[src/hdl/spq_pkg.sv]
`timescale 1ns / 1ps
`default_nettype none
package spq_pkg;

  localparam int unsigned DEF_QUEUE_DEPTH = 256;
  localparam int unsigned DEF_HANDLE_BITS = 9;

  localparam int unsigned KEY_W   = 32;
  localparam int unsigned CAP_W   = 9;
  localparam int unsigned TOTAL_W = 9;
  localparam int unsigned DATA_W  = 32;
  localparam int unsigned ADDR_W  = 3;

  localparam logic [CAP_W-1:0] CAP_RESET = 9'd256;

  // register index, taken from paddr[2]
  localparam logic REG_CAPACITY = 1'b0;

  localparam logic OP_ENQUEUE = 1'b0;
  localparam logic OP_DEQUEUE = 1'b1;

  // control broadcast to every cell of the chain
  typedef struct packed {
    logic             enq;
    logic             deq;
    logic [KEY_W-1:0] key;
  } spq_ctrl_t;

endpackage
`default_nettype wire

[src/hdl/spq_cell.sv]
`timescale 1ns / 1ps
`default_nettype none
module spq_cell
  import spq_pkg::*;
#(
  parameter int unsigned HANDLE_BITS = DEF_HANDLE_BITS
) (
  input  wire logic                   clk,
  input  wire logic                   rst_n,
  input  wire spq_ctrl_t              ctrl,
  input  wire logic [HANDLE_BITS-1:0] new_handle,
  // left neighbor (toward the head)
  input  wire logic [KEY_W-1:0]       prev_key,
  input  wire logic [HANDLE_BITS-1:0] prev_handle,
  input  wire logic                   prev_occ,
  input  wire logic                   prev_keep,
  // right neighbor (toward the tail)
  input  wire logic [KEY_W-1:0]       next_key,
  input  wire logic [HANDLE_BITS-1:0] next_handle,
  input  wire logic                   next_occ,
  output logic [KEY_W-1:0]            key,
  output logic [HANDLE_BITS-1:0]      handle,
  output logic                        occ,
  output logic                        keep
);

  logic [KEY_W-1:0]       key_r, key_nxt;
  logic [HANDLE_BITS-1:0] hnd_r, hnd_nxt;
  logic                   occ_r, occ_nxt;
  logic                   take_new;

  // held entries sorted, so keep forms a prefix of the chain
  assign keep     = occ_r && (key_r <= ctrl.key);
  assign take_new = !keep && prev_keep;

  always_comb begin
    key_nxt = key_r;
    hnd_nxt = hnd_r;
    occ_nxt = occ_r;
    if (ctrl.enq) begin
      occ_nxt = prev_occ;
      if (keep) begin
        key_nxt = key_r;
        hnd_nxt = hnd_r;
      end else if (take_new) begin
        key_nxt = ctrl.key;
        hnd_nxt = new_handle;
      end else begin
        key_nxt = prev_key;
        hnd_nxt = prev_handle;
      end
    end else if (ctrl.deq) begin
      occ_nxt = next_occ;
      key_nxt = next_key;
      hnd_nxt = next_handle;
    end
  end

  always_ff @(posedge clk) begin
    if (!rst_n) begin
      occ_r <= 1'b0;
    end else begin
      occ_r <= occ_nxt;
    end
  end

  always_ff @(posedge clk) begin
    key_r <= key_nxt;
    hnd_r <= hnd_nxt;
  end

  assign key    = key_r;
  assign handle = hnd_r;
  assign occ    = occ_r;

endmodule
`default_nettype wire

[config.mk]
export PLATFORM = sky130hd
export DESIGN_NAME = spq_cell
export DESIGN_NICKNAME = d
export VERILOG_FILES = /design/src/hdl/spq_pkg.sv /design/src/hdl/spq_cell.sv
export SDC_FILE = /design/constraint.sdc
export NUM_CORES = 1
export LEC_CHECK = 0
export ABC_AREA = 1
export BUFFER_PORTS_ARGS = -buffer_cell sky130_fd_sc_hd__buf_4
export CELL_PAD_IN_SITES_DETAIL_PLACEMENT = 1
export CELL_PAD_IN_SITES_GLOBAL_PLACEMENT = 1
export CORE_ASPECT_RATIO = 2
export CORE_MARGIN = 2
export CORE_UTILIZATION = 35
export CTS_CLUSTER_DIAMETER = 30
export DETAILED_ROUTE_END_ITERATION = 6
export PLACE_DENSITY = 0.82
export RECOVER_POWER = 25
export SLEW_MARGIN = 10
export SYNTH_ARGS = -nofsm -noshare
export SYNTH_HDL_FRONTEND = slang
export SYNTH_SLANG_ARGS = --single-unit
[constraint.sdc]
create_clock -name clk -period 6.8 [get_ports clk]
set_clock_uncertainty 0.2 [all_clocks]
set_input_delay 0.34 -clock clk [delete_from_list [all_inputs] [get_ports clk]]
set_output_delay 0.34 -clock clk [all_outputs]
set_load 0.05 [all_outputs]
==> results.json <==
{
  "tritoncts": "built",
  "cts.path.max_buffers": 2,
  "area_delta_synth_final_pct": 32.7,
  "cts.sinks": 42,
  "ctsResizeCount": 0,
  "ant_nets": 0,
  "cp_slowest_stage_delay_ns": 0.45,
  "initial_utilization_pct": 36.0,
  "cts_hold_buf": 0,
  "die_h_um": 157,
  "vias_per_cell": 4.83,
  "fin_cells": 774,
  "fin_crit_ns": 3.48,
  "worstMarginPinSlew_ns": 0.872,
  "vias": 3738,
  "status": "finished, final reports clean",
  "peakVddDrop_mv": 0.130,
  "required_ns": 6.54,
  "final_area_um2": 5420,
  "fill_cells": 1419,
  "grt_max_degree": 46,
  "drc": 0,
  "power.density_nw_per_um2": 188,
  "critPathLaunchType": "flip-flop",
  "final_layout_size_suffix_gt1_share_pct": 45.6,
  "fmax_mhz": 287,
  "grt_pass1_wl_um": 19600,
  "multi_input_area_um2": 2290,
  "synth_area_um2": 4090,
  "p_total_mw": 1.02,
  "r2r_setup_slack_ns": 3.32,
  "gr-usage-all-layers_pct": 20.7,
  "design.core.area_um2": 11400,
  "cp_common_cell": "nand2_2",
  "firstDrtPassIters": 4,
  "antenna_found_initial": 1,
  "worstSetupStartpoint": "key[15]",
  "yosysMostFrequentCell": "inv_1",
  "hold_violations": 0,
  "avgSynthCellArea_um2": 8.66,
  "synth_top_area_share_pct": 30.1,
  "yosys.area.top_type": "edfxtp_1",
  "grt_pass1_vias": 4128,
  "critPathCapture": "key[17]",
  "ys_types": 29,
  "ys_seq_elements": 42,
  "rr_worst_depth": 12,
  "synth_commonest_cells": "inv_1, nand2_1, nand2_2",
  "ys.warnings.count": 0,
  "io_pins": 173,
  "dpl_cell_area_um2": 5370,
  "worstSetupEndpointType": "flip-flop",
  "globalplace.congestion": 0.806,
  "r2r_start": "key[15]",
  "slew_violations": 0,
  "cts_setup_buffers": 0,
  "critPathKind": "flip-flop to flip-flop",
  "finalCritPeriodShare_pct": 51.2,
  "numPortBuffers": 172,
  "std_cell_rows": 55,
  "clkSlewWorstSetupHoldPaths_ns": 0.06,
  "fin_tns_setup_ns": 0,
  "root_buffer": "clkbuf_16",
  "dp.cells": 765,
  "seqCellArea_um2": 1250,
  "wire_per_inst_um": 16.5,
  "ys_seq_area_share_pct": 30.6,
  "drv_cap": 0,
  "max_slew_margin_pct": 41.8,
  "hold_slack_ns": 0.103,
  "drt-total-wl_um": 12700,
  "synthArstFlopShare_pct": 0,
  "path_max_fanout": 43,
  "synthFlopType": "edfxtp_1",
  "syn_inst": 472,
  "cts_buffers": 5,
  "nets": 792,
  "reg2reg_to": "key[17]",
  "gr-total-overflow": 0,
  "h-tree-depth": 2,
  "drt_iter0_drc": 112,
  "arrival_ns": 3.23,
  "worstSkewPairLatency_ns": 0.29,
  "synthesis.nets": 634,
  "worstPathCellList": "ha_1 -> nand2_2 -> o21ai_0 -> a21oi_1 -> nand2_1 -> nand2_1 -> nand2_2 -> nand2_2 -> nand2_4 -> inv_1 -> o21ai_4 -> buf_4",
  "setup_viol": 0,
  "leakagePower_nw": 2.92,
  "dp_hpwl_um": 10200,
  "synth_area_leaders": "edfxtp_1, nand2_4, ha_1, nand3_2, inv_1",
  "synth-edff-count": 41,
  "cp_slowest_cell": "buf_4",
  "hp-class": "primary input to flip-flop",
  "grt_setup_unrepaired": "no",
  "die_width_um": 80.4,
  "die-area_um2": 12600
}
==> layer usage <==
layer,share of wire [%],track usage [%],vias to the layer above
li1,-,-,1807
met1,31,18.5,1792
met2,61,42.5,110
met3,4.3,2.83,29
met4,4.1,10.1,0
met5,0,0,-
==> sequential cells by signal (all words and copies together) (netlist names) <==
register and count:
handle 9, occ 1, key 32
==> cell usage in the layout, fill, tap and decap left out, types with 2 or more instances in the layout <==
master     Yosys  layout
clkbuf_16      0       5
o211ai_1       2       2
nand2_1       76      76
clkbuf_1       9      32
nor2_1         6       6
nand3_2       40      40
buf_4          0     142
nand3_1       44      44
edfxtp_1      41      41
nand4_1        2       2
a21oi_1       12      12
nand2_4       41      41
ha_1          32      32
inv_1         91      91
nand2_2       45      45
inv_2          3       3
nor2_2         4       4
==> where the power goes <==
group | switching, mW | internal (mW) | leakage [nW]
clock network | 0.0942 | 0.173 | 0.0771
logic | 0.273 | 0.139 | 2.43
registers | 0.0183 | 0.322 | 0.418
==> critical path: cells and delay by family (launching register included) <==
kind	cells	cell delay, ns
AO/OA/AOI/OAI	3	0.80
AND/OR/NAND/NOR	6	0.76
buffers and inverters	2	0.62
flip-flops	1	0.42
adder cells (fa/ha/maj)	1	0.33
==> how the worst min path moves through the flow <==
stage,start,end,slack [ns],cells past startpoint
finish,prev_occ,occ,0.10,3
floorplan,prev_occ,occ,0.27,2
global placement,prev_occ,occ,0.37,3
CTS,prev_occ,occ,0.08,3
global route,prev_occ,occ,0.10,3
detailed placement,prev_occ,occ,0.39,3
==> cell type report <==
cell class,instances,share of cell area (%)
multi-input cells,314,42.2
diodes,1,0.0462
inverters,94,6.51
clock inverters,2,0.692
repair buffers,173,21.8
clock buffers,6,2.38
flip-flops and latches,42,23.1
well taps,142,3.28
==> metrics by stage <==
step                      util [%]  setup WS, ns
final                         47.7          3.32
after global routing          47.7          3.04
after global placement        47.3          3.33
after floorplan                  -          1.25
after CTS                     48.7          3.25
after detailed placement      47.3          3.22
==> cells by family after synthesis <==
kind of cell	count (synthesis)	synth area share (%)
AOI/OAI and AO/OA	20	2.79
DFF	42	30.6
adders and majority gates	32	9.80
and+or+nand+nor	262	43.2
buffers and inverters	116	13.6
Power figures use the tool's default switching activity.
